===== src/rrs_pkg.sv =====
// Package with the shared types, codes and sizes of the round-robin scheduler.
`default_nettype none
package rrs_pkg;

  // Number of entries in the ready queue.
  localparam int unsigned QUEUE_DEPTH = 16;
  localparam int unsigned IDX_W       = $clog2(QUEUE_DEPTH);
  localparam int unsigned CNT_W       = $clog2(QUEUE_DEPTH + 1);

  localparam int unsigned ID_W    = 8;
  localparam int unsigned TIME_W  = 16;
  localparam int unsigned STAT_W  = 2;
  localparam int unsigned QCNT_W  = 5;

  // Input action codes.
  localparam logic ACT_ADD      = 1'b0;
  localparam logic ACT_DISPATCH = 1'b1;

  // Result status codes.
  localparam logic [STAT_W-1:0] STAT_OK    = 2'd0;
  localparam logic [STAT_W-1:0] STAT_FULL  = 2'd1;
  localparam logic [STAT_W-1:0] STAT_EMPTY = 2'd2;

  // One entry of the ready queue.
  typedef struct packed {
    logic [ID_W-1:0]   id;
    logic [TIME_W-1:0] need;
    logic [TIME_W-1:0] run;
  } slot_t;

  localparam int unsigned SLOT_W = $bits(slot_t);

  // One result transaction.
  typedef struct packed {
    logic [ID_W-1:0]   served_id;
    logic [TIME_W-1:0] run_time;
    logic              finished;
    logic [STAT_W-1:0] status;
    logic [QCNT_W-1:0] queue_count;
  } result_t;

  // Controller states.
  typedef enum logic {
    ST_IDLE,
    ST_READ
  } state_e;

endpackage
`default_nettype wire


===== src/round_robin_time_slice_scheduler.sv =====
// Top level of the round-robin time-slice scheduler with its queue controller.
// Usage:
// The input channel (in_valid_i, in_stall_o) carries requests: an add appends
// a task with zero run time at the tail of the ready queue, a dispatch pops the
// head, adds the quantum to its run time and either retires it or appends it
// again at the tail. Each request gives exactly one result transaction on the
// output channel (out_valid_o, out_stall_i), in request order.
// The ready queue lives in a synchronous RAM with a registered read port.
// An add, a full add and an empty dispatch are answered in the cycle of
// acceptance and their result is registered in the output stage. A dispatch
// of a waiting task first reads the head entry and then updates it and writes
// it back, and its result is registered in the output stage.
// The quantum register is written through cfg_we_i and cfg_data_i; the user
// must write it only while the block is idle; the block does not enforce it.
// Reset sets it to one, empties the queue (head, tail and count return to zero)
// and clears the valid flags of both output stages; RAM contents are not cleared.
// When the receiver stalls, one more result is held in a skid stage, after
// which requests are stalled until the skid stage drains.
`default_nettype none
module round_robin_time_slice_scheduler (
  input  wire logic        clk_i,
  input  wire logic        rst_ni,
  input  wire logic        cfg_we_i,
  input  wire logic [15:0] cfg_data_i,
  input  wire logic        in_valid_i,
  output logic             in_stall_o,
  input  wire logic        action_i,
  input  wire logic [7:0]  task_id_i,
  input  wire logic [15:0] need_time_i,
  output logic             out_valid_o,
  input  wire logic        out_stall_i,
  output logic [7:0]       served_id_o,
  output logic [15:0]      run_time_o,
  output logic             finished_o,
  output logic [1:0]       status_o,
  output logic [4:0]       queue_count_o
);

  localparam logic [rrs_pkg::IDX_W-1:0] LAST_IDX = rrs_pkg::IDX_W'(rrs_pkg::QUEUE_DEPTH - 1);
  localparam logic [rrs_pkg::CNT_W-1:0] FULL_CNT = rrs_pkg::CNT_W'(rrs_pkg::QUEUE_DEPTH);

  rrs_pkg::state_e               state_q, state_d;
  logic [rrs_pkg::IDX_W-1:0]     head_q, head_d;
  logic [rrs_pkg::IDX_W-1:0]     tail_q, tail_d;
  logic [rrs_pkg::CNT_W-1:0]     count_q, count_d;
  logic [rrs_pkg::TIME_W-1:0]    quantum_q;

  logic                          skid_full;
  logic                          in_accept;
  logic                          ram_we;
  rrs_pkg::slot_t                ram_wdata;
  rrs_pkg::slot_t                ram_rdata;
  logic                          res_valid;
  rrs_pkg::result_t              res;
  rrs_pkg::result_t              out_res;

  logic [rrs_pkg::TIME_W:0]      run_sum;
  logic [rrs_pkg::TIME_W-1:0]    run_sat;
  logic                          done;

  // Wrapping increment of a queue index.
  function automatic logic [rrs_pkg::IDX_W-1:0] next_pos(
    input logic [rrs_pkg::IDX_W-1:0] idx
  );
    next_pos = (idx == LAST_IDX) ? '0 : idx + 1'b1;
  endfunction

  // Requests are taken only between dispatches and while the skid stage is free.
  assign in_stall_o = (state_q != rrs_pkg::ST_IDLE) || skid_full;
  assign in_accept  = in_valid_i && !in_stall_o;

  // Slice arithmetic on the entry read from the head, saturating at the top.
  assign run_sum = {1'b0, ram_rdata.run} + {1'b0, quantum_q};
  assign run_sat = run_sum[rrs_pkg::TIME_W] ? '1 : run_sum[rrs_pkg::TIME_W-1:0];
  assign done    = run_sat >= ram_rdata.need;

  // Quantum configuration register.
  always_ff @(posedge clk_i or negedge rst_ni) begin
    if (!rst_ni) begin
      quantum_q <= rrs_pkg::TIME_W'(1);
    end else if (cfg_we_i) begin
      quantum_q <= cfg_data_i;
    end
  end

  // Controller and queue pointer registers.
  always_ff @(posedge clk_i or negedge rst_ni) begin
    if (!rst_ni) begin
      state_q <= rrs_pkg::ST_IDLE;
      head_q  <= '0;
      tail_q  <= '0;
      count_q <= '0;
    end else begin
      state_q <= state_d;
      head_q  <= head_d;
      tail_q  <= tail_d;
      count_q <= count_d;
    end
  end

  // Next state, pointer updates, RAM write and result generation.
  always_comb begin
    state_d   = state_q;
    head_d    = head_q;
    tail_d    = tail_q;
    count_d   = count_q;
    ram_we    = 1'b0;
    ram_wdata = '{id: task_id_i, need: need_time_i, run: '0};
    res_valid = 1'b0;
    res       = '{served_id: '0, run_time: '0, finished: 1'b0,
                  status: rrs_pkg::STAT_OK, queue_count: rrs_pkg::QCNT_W'(count_q)};
    unique case (state_q)
      rrs_pkg::ST_IDLE: begin
        if (in_accept) begin
          priority if (action_i == rrs_pkg::ACT_ADD && count_q == FULL_CNT) begin
            res_valid  = 1'b1;
            res.status = rrs_pkg::STAT_FULL;
          end else if (action_i == rrs_pkg::ACT_ADD) begin
            ram_we            = 1'b1;
            tail_d            = next_pos(tail_q);
            count_d           = count_q + 1'b1;
            res_valid         = 1'b1;
            res.served_id     = task_id_i;
            res.queue_count   = rrs_pkg::QCNT_W'(count_q + 1'b1);
          end else if (count_q == '0) begin
            res_valid  = 1'b1;
            res.status = rrs_pkg::STAT_EMPTY;
          end else begin
            // Head entry is read at this edge; it is finished next cycle.
            head_d  = next_pos(head_q);
            count_d = count_q - 1'b1;
            state_d = rrs_pkg::ST_READ;
          end
        end
      end
      rrs_pkg::ST_READ: begin
        // Pointers already reflect the pop; the write back uses the tail.
        state_d      = rrs_pkg::ST_IDLE;
        res_valid    = 1'b1;
        res.served_id = ram_rdata.id;
        res.run_time = run_sat;
        res.finished = done;
        ram_wdata    = '{id: ram_rdata.id, need: ram_rdata.need, run: run_sat};
        if (!done) begin
          ram_we          = 1'b1;
          tail_d          = next_pos(tail_q);
          count_d         = count_q + 1'b1;
          res.queue_count = rrs_pkg::QCNT_W'(count_q + 1'b1);
        end
      end
      default: begin
        state_d = rrs_pkg::ST_IDLE;
      end
    endcase
  end

  // Ready queue storage; the head is read at every edge.
  rrs_ram #(
    .WIDTH(rrs_pkg::SLOT_W),
    .DEPTH(rrs_pkg::QUEUE_DEPTH)
  ) u_ready_ram (
    .clk_i   (clk_i),
    .we_i    (ram_we),
    .waddr_i (tail_q),
    .wdata_i (ram_wdata),
    .raddr_i (head_q),
    .rdata_o (ram_rdata)
  );

  // Output register and skid stage.
  rrs_out_buf u_out_buf (
    .clk_i       (clk_i),
    .rst_ni      (rst_ni),
    .res_valid_i (res_valid),
    .res_i       (res),
    .out_stall_i (out_stall_i),
    .out_valid_o (out_valid_o),
    .out_o       (out_res),
    .skid_full_o (skid_full)
  );

  assign served_id_o   = out_res.served_id;
  assign run_time_o    = out_res.run_time;
  assign finished_o    = out_res.finished;
  assign status_o      = out_res.status;
  assign queue_count_o = out_res.queue_count;

endmodule
`default_nettype wire


===== src/rrs_ram.sv =====
// Generic single-write, single-read RAM with a registered read port.
`default_nettype none
module rrs_ram #(
  parameter int unsigned WIDTH = 8,
  parameter int unsigned DEPTH = 16
) (
  input  wire logic                     clk_i,
  input  wire logic                     we_i,
  input  wire logic [$clog2(DEPTH)-1:0] waddr_i,
  input  wire logic [WIDTH-1:0]         wdata_i,
  input  wire logic [$clog2(DEPTH)-1:0] raddr_i,
  output logic      [WIDTH-1:0]         rdata_o
);

  logic [WIDTH-1:0] mem_q [DEPTH];

  // Write port and registered read port.
  always_ff @(posedge clk_i) begin
    if (we_i) begin
      mem_q[waddr_i] <= wdata_i;
    end
    rdata_o <= mem_q[raddr_i];
  end

endmodule
`default_nettype wire


===== src/rrs_out_buf.sv =====
// Output register with a one-entry skid stage for result transactions.
`default_nettype none
module rrs_out_buf (
  input  wire logic            clk_i,
  input  wire logic            rst_ni,
  input  wire logic            res_valid_i,
  input  wire rrs_pkg::result_t res_i,
  input  wire logic            out_stall_i,
  output logic                 out_valid_o,
  output rrs_pkg::result_t     out_o,
  output logic                 skid_full_o
);

  logic             out_valid_q;
  rrs_pkg::result_t out_q;
  logic             skid_valid_q;
  rrs_pkg::result_t skid_q;
  logic             out_free;

  // The output register can take a new result when empty or draining.
  assign out_free = !out_valid_q || !out_stall_i;

  // Control: valid flags of the output register and the skid stage.
  always_ff @(posedge clk_i or negedge rst_ni) begin
    if (!rst_ni) begin
      out_valid_q  <= 1'b0;
      skid_valid_q <= 1'b0;
    end else begin
      priority if (out_free && skid_valid_q) begin
        out_valid_q  <= 1'b1;
        skid_valid_q <= res_valid_i;
      end else if (out_free) begin
        out_valid_q  <= res_valid_i;
      end else if (res_valid_i) begin
        skid_valid_q <= 1'b1;
      end else begin
        // Stalled with no new result: both flags hold.
      end
    end
  end

  // Payload: results enter in order, the skid stage always drains first.
  always_ff @(posedge clk_i) begin
    priority if (out_free && skid_valid_q) begin
      out_q <= skid_q;
      if (res_valid_i) begin
        skid_q <= res_i;
      end
    end else if (out_free) begin
      if (res_valid_i) begin
        out_q <= res_i;
      end
    end else if (res_valid_i) begin
      skid_q <= res_i;
    end else begin
      // Stalled with no new result: both stages hold.
    end
  end

  assign out_valid_o = out_valid_q;
  assign out_o       = out_q;
  assign skid_full_o = skid_valid_q;

endmodule
`default_nettype wire

===== config.mk =====
export PLATFORM = sky130hd
export DESIGN_NAME = round_robin_time_slice_scheduler
export DESIGN_NICKNAME = d
export VERILOG_FILES = /design/src/rrs_pkg.sv /design/src/round_robin_time_slice_scheduler.sv /design/src/rrs_ram.sv /design/src/rrs_out_buf.sv
export SDC_FILE = /design/constraint.sdc
export NUM_CORES = 1
export LEC_CHECK = 0
export BUFFER_PORTS_ARGS = -buffer_cell sky130_fd_sc_hd__buf_4
export CORE_UTILIZATION = 45
export DETAILED_ROUTE_END_ITERATION = 16
export GPL_TIMING_DRIVEN = 0
export PLACE_DENSITY = 0.66
export SKIP_CTS_REPAIR_TIMING = 1
export SLEW_MARGIN = 20
export SYNTH_ARGS = -nofsm -noshare
export SYNTH_HDL_FRONTEND = slang
export SYNTH_SLANG_ARGS = --single-unit

===== constraint.sdc =====
create_clock -name clk_i -period 5.8 [get_ports clk_i]
set_clock_uncertainty 0.05 [all_clocks]
set_input_delay 0.29 -clock clk_i [delete_from_list [all_inputs] [get_ports clk_i]]
set_output_delay 0.29 -clock clk_i [all_outputs]
set_load 0.02 [all_outputs]

Word-level counts from Yosys, hierarchy flattened
Memory sizes are Yosys's and may differ from the RTL's. A register that Yosys moved wholly into a read port is not among the register bits.
Cells that the tools add are included.
{ "word_totals": {"n_memories": 1, "elab_cells": 109, "ramBits": 640, "output_inout_bits": 34, "latchBits": 0, "register_bits": 96, "in_bits": 46, "mem_bits_ro": 0} }
{ "op_classes": {"add_sub_neg": 5, "muxes": 56, "order_cmp": 1, "n_shift": 0, "bitwise": 4, "n_reduce_logical": 16, "n_eq_ne": 9, "multipliers": 0, "n_div": 0} }
{ "mem_list": {"columns": ["name", "words", "width", "read_ports", "rd_clocked_by_memory_dff", "wr", "line_no", "source"], "rows": [
  ["u_ready_ram.mem_q", 16, 40, 1, 1, 1, "rrs_ram.sv:15", "logic [WIDTH-1:0] mem_q [DEPTH];"]
]} }
{ "ops": {"columns": ["operator", "count"], "rows": [
  ["2-to-1 mux 32 bit", 6],
  ["2-to-1 mux 40 bit", 1],
  ["2-to-1 mux 5 bit", 7],
  ["2-to-1 mux 4 bit", 6],
  ["2-to-1 mux 8 bit", 3],
  ["one-hot mux 5 bit (2 select lines)", 2],
  ["2-to-1 mux 1 bit", 19],
  ["adder 16 x 16 -> 17 bit", 1],
  ["2-to-1 mux 17 bit", 1],
  ["greater-or-equal comparator 16 bit", 1],
  ["2-to-1 mux 16 bit", 1],
  ["one-hot mux 8 bit (2 select lines)", 1],
  ["inequality test 2 bit (second input constant)", 5],
  ["adder 4 x 1 -> 4 bit (second input constant)", 2],
  ["equality test 4 bit (second input constant)", 2],
  ["2-to-1 mux 2 bit", 4],
  ["one-hot mux 4 bit (2 select lines)", 1],
  ["2-to-1 mux 7 bit", 1],
  ["one-hot mux 1 bit (2 select lines)", 3],
  ["adder 5 x 1 -> 5 bit (second input constant)", 1],
  ["equality test 5 bit (second input constant)", 1],
  ["zero test 5 bit", 1],
  ["AND reduction 5 bit", 1],
  ["subtractor 5 x 1 -> 5 bit (second input constant)", 1],
  ["other kinds (9)", 19]
]} }

Logic depth before layout (Yosys ltp)
{ "logic_depth": {"depth_word": 9, "depth_mapped": 18, "depth_no_buf": 17} }

Cells and area by module
A second synthesis with hierarchy kept.
{ "hier_totals": {"cells_unflattened": 1516, "hier_area_um2": 30819.6} }
{ "by_module_without_submodules": {"columns": ["mod", "cells_per_inst", "area_each_um2", "seq_area_each_um2", "n_inst"], "rows": [
  ["rrs_ram", 1040, 25131.6, 20019.2, 1],
  ["round_robin_time_slice_scheduler", 366, 3266.9, 752.0, 1],
  ["rrs_out_buf", 110, 2421.1, 1971.9, 1]
]} }

Worst setup path after synthesis
OpenSTA, ideal clock, no wires.
{ "synth_timing": {"kind": "register -> register", "startpoint": "reg quantum_q[0] (netlist bit)", "endpoint": "mem u_ready_ram.mem_q[4][0] (netlist bit), enable pin", "arrival_ps": 5055, "period_less_slack_ps": 5506, "path_stages_with_launch": 19, "setup_ps": 401, "path_buffers": 1, "required_ps": 5349, "slack_ps": 294, "path_cell_list": "dfstp_2 ha_1 fa_1 a21o_1 a22oi_1 o211ai_1 o31ai_1 a21oi_1 clkbuf_1 nor2_1 inv_1 ha_1 or3_1 a211oi_1 o32a_1 a21oi_4 o21ba_2 nor3b_1 and2_1"} }
{ "synth_via": {"elab_chain_cells": 7} }
{ "synth_rtl": {"columns": ["item", "line_no", "source"], "rows": [
  ["from (decl)", "round_robin_time_slice_scheduler.sv:46", "logic [rrs_pkg::TIME_W-1:0] quantum_q;"],
  ["from (signal assigned)", "round_robin_time_slice_scheduler.sv:80", "quantum_q <= rrs_pkg::TIME_W'(1);"],
  ["from (signal assigned)", "round_robin_time_slice_scheduler.sv:82", "quantum_q <= cfg_data_i;"],
  ["adder 16 x 16 -> 17 bit", "round_robin_time_slice_scheduler.sv:73", "assign run_sum = {1'b0, ram_rdata.run} + {1'b0, quantum_q};"],
  ["2-to-1 mux 16 bit", "round_robin_time_slice_scheduler.sv:74", "assign run_sat = run_sum[rrs_pkg::TIME_W] ? '1 : run_sum[rrs_pkg::TIME_W-1:0];"],
  ["greater-or-equal comparator 16 bit", "round_robin_time_slice_scheduler.sv:75", "assign done = run_sat >= ram_rdata.need;"],
  ["2-to-1 mux 1 bit", "round_robin_time_slice_scheduler.sv:144", "if (!done) begin"],
  ["one-hot mux 1 bit (2 select lines)", "round_robin_time_slice_scheduler.sv:112", "unique case (state_q)"],
  ["2-to-1 mux 1 bit", "rrs_ram.sv:19", "if (we_i) begin"],
  ["2-to-1 mux 1 bit (implied by the code)", "rrs_ram.sv:20", "mem_q[waddr_i] <= wdata_i;"],
  ["to (decl)", "rrs_ram.sv:15", null]
]} }
Every way passes these cells.

Worst setup path in the final report
{ "layout_timing": {"startpoint": "reg quantum_q[0] (netlist bit)", "endpoint": "mem u_ready_ram.mem_q[15][33] (netlist bit), enable pin"} }
Same word-level chain as after synthesis.

==> key figures <==
Cells and area
  – Layout cell share with drive strength beyond 1: 32.1%
  – Final std cells w/o fill: 2642
  – Diode count: 0
  – Area grow syn2layout: 18.1%
  – Final Net Count: 1790

Worst setup path
  – Slowest cell delay on critical path: 0.57 ns
  – CP cell instances: ha_1 -> fa_1 -> a21o_1 -> a22oi_1 -> o211ai_1 -> o31ai_4 -> a21oi_4 -> buf_4 -> nor2_4 -> inv_1 -> ha_1 -> nand4_1 -> or4b_1 -> o32a_2 -> a21oi_4 -> o21bai_4 -> and3_1 -> and2_4 -> clkbuf_16
  – Reg2Reg Setup Slack: about 0.050 ns
  – Reg-to-reg critical path startpoint: quantum_q[0]
  – Worst r2r dst: u_ready_ram.mem_q[15][33]
  – Worst-path fanout max: 17
  – FF-to-FF path depth: 19
  – CP max-delay cell: or4b_1
  – Crit start category: flip-flop
  – Kind of critical path: flip-flop to flip-flop
  – WP data arrival: about 6.1 ns
  – Critical path data required time: ~6.1 ns
  – Element type at the critical path end: flip-flop

STA
  – Max Slew Vio Count: 0
  – Period utilisation layout: 99.1%
  – Count of final setup violators: 0
  – Max-slew headroom: about 27%
  – Peak Freq: 174 MHz
  – Final min period: ~5.8 ns
  – Sum Neg Setup Slack: 0 ns
  – Worst Max-Slew Pin Slew: 1.08 ns
  – Final hold violations: 0

Yosys
  – Mapped Cells: 1470
  – Synth warnings: 0
  – Post-synthesis async set-or-reset flop share: 4.12%
  – Mapped cell area: between 0.03 and 0.04 mm^2
  – Distinct cell type count after synthesis: 58
  – Synth area leaders: edfxtp_1 69%, mux4_2 15%, dfxtp_1 2.6%
  – Net Count, Synth: approximately 1600
  – Register area share after synthesis: 74.5%
  – Yosys top cell area share: 69.2%
  – Biggest area consumer among synthesized cells: edfxtp_1
  – Most common cell in the netlist: edfxtp_1
  – Flop and latch count out of synthesis: 776
  – Synth Area per Inst: 20.8 um^2
  – Number of synthesized flops with an enable pin: 704
  – Top cells by count, synth: 704 x edfxtp_1, 200 x mux4_2, 56 x mux2_2
  – Top FF cell, synth: edfxtp_1

Route
  – DRT iter0 DRCs: between 1500 and 2000
  – Routed wire per std cell: 28.1 um
  – DRC viols: 0
  – Via-to-Cell Ratio: 5.83
  – DRT antenna net count: 0
  – Vias: 15400
  – First-pass DRT Iterations: 8
  – Final WL: 74200 um

Clocking
  – Clk sink count: 776
  – TritonCTS Buffers: 80
  – Reg clk slew, reported paths: roughly 0.06 ns
  – Clock Path Buffers: 3
  – Clk_lat worst skew: approximately 0.63 ns
  – CTS tree: yes
  – CTS Root Cell: clkbuf_16
  – Htree depth: 3

Worst hold path
  – Hold Crit Endpoint: count_q[0]
  – Hold Path Stages: 4
  – Worst Hold Class: input port to flip-flop
  – Hold Path Origin: action_i

Floorplan
  – Chip Height: 263 um
  – Initial Utilization: 45.5%
  – Die area: 0.0689 mm^2
  – Row count: between 90 and 100
  – Core area: 0.0672 mm^2
  – Horiz. Die Dim: 263 um
  – Io pins: 80

GRT
  – First-pass GRT wire length: 106000 um
  – Tot GR Track Use: 21.4%
  – GRT overflow: 0
  – Initial antenna violation count: 0
  – Vias in the first global route: 15500
  – Largest net degree at the start of global routing: 35

Pwr
  – Worst ir drop on vdd: ~300 uV
  – Pwr Density: 519 mW/mm^2
  – Pwr Total: between 0.015 and 0.02 W
  – Leakage Power: 12.1 nW

Flow run
  – Number of max-cap violations: 0

Placement
  – HPWL after detailed placement: 43800 um
  – GP Congestion: 0.839
  – Placed cells: between 2000 and 2500
  – Port bufs: 78

Run status
  – Status: complete, no violations
==> registers in the layout (all words and copies together), names as in the netlist <==
signal,cells
u_out_buf.skid_full_o,1
u_ready_ram.rdata_o,40
count_q,5
u_out_buf.skid_q,32
tail_q,4
head_q,4
state_q,1
u_out_buf.out_valid_o,1
quantum_q,16
u_ready_ram.mem_q,640
u_out_buf.out_o,32
==> cell families after synthesis <==
logic type	Yosys count	share of synthesized area (%)
compound gates	117	2.61
xor+xnor	18	0.516
fa+ha+maj	42	1.75
buf+inv	104	1.28
flops	776	74.5
mux	259	16.9
simple gates	154	2.45
==> metal layers <==
layer	vias up	wire length (um)	global-route usage, %
met3	73	5910	3.50
met2	658	36300	34.6
met1	8161	30800	30.2
li1	6524	-	-
met5	-	0	0
met4	0	1210	5.76
==> worst max-delay path, delay by kind of cell (launching register included) <==
kind	cells	cell delay, ns
AO/OA/AOI/OAI	8	2.10
AND/OR/NAND/NOR	5	1.42
adder cells (fa/ha/maj)	3	0.95
buffers and inverters	3	0.52
flip-flops	1	0.40
==> final cells by class <==
type / instances / area [um^2]
Sequential cell: 776 / 22700
Clock inverter: 46 / 490
Inverter: 39 / 146
Timing Repair Buffer: 149 / 1550
Tap cell: 873 / 1090
Buffer: 65 / 267
Multi-Input combinational cell: 591 / 7600
Fill cell: 5068 / 31100
Clock buffer: 103 / 2170
==> cells in the final DEF (no fill, tap or decap), types with 5 or more instances in the layout <==
cell	n
dfrtp_1	31
xor2_1	6
nand4_1	7
clkinv_2	13
xnor2_1	12
ha_1	41
edfxtp_1	704
dlygate4sd3_1	26
inv_1	38
a21oi_1	18
buf_1	7
a22o_1	10
mux4_2	200
o211ai_1	5
clkinv_1	12
nand2_1	42
clkbuf_1	58
nor2_4	7
clkbuf_2	8
bufinv_16	8
o21ai_0	31
buf_16	13
nand2b_1	5
and2_1	6
buf_12	5
dfxtp_1	40
mux2_2	56
clkbuf_8	6
clkbuf_16	83
and2_4	17
nor2b_1	5
nand3_1	10
buf_2	7
nor2_1	33
a21o_1	14
clkinvlp_4	7
buf_4	102
==> through the flow <==
step / instance area [um^2] / hold slack [ns] / util [%] / setup WS (ns)
6_report: 36100 / 0.107 / 53.7 / 0.0499
5_1_grt: 36100 / 0.136 / 53.7 / -0.0773
4_1_cts: 35400 / -0.417 / 52.8 / -0.786
3_5_place_dp: 32800 / 0.257 / 48.8 / -0.760
3_3_place_gp: 32200 / 0.237 / 48.0 / -2.09
2_1_floorplan: 30500 / -0.0556 / - / 0.294
==> report_power, final <==
part	internal [W]	total [W]	switching (W)
clock	0.00302	0.00516	0.00214
sequential	0.00715	0.00742	0.000274
combinational	0.00261	0.00614	0.00353
==> worst max path at each step <==
stage | from | to | depth (start not counted)
global route | quantum_q[0] | u_ready_ram.mem_q[5][10] | 19
detailed placement | quantum_q[0] | u_ready_ram.mem_q[7][16] | 19
floorplan | quantum_q[0] | u_ready_ram.mem_q[4][0] | 18
finish | quantum_q[0] | u_ready_ram.mem_q[15][33] | 19
CTS | quantum_q[0] | u_ready_ram.mem_q[7][17] | 19
global placement | quantum_q[0] | u_ready_ram.mem_q[4][19] | 18
No activity file was read; power rests on OpenSTA's default activity.
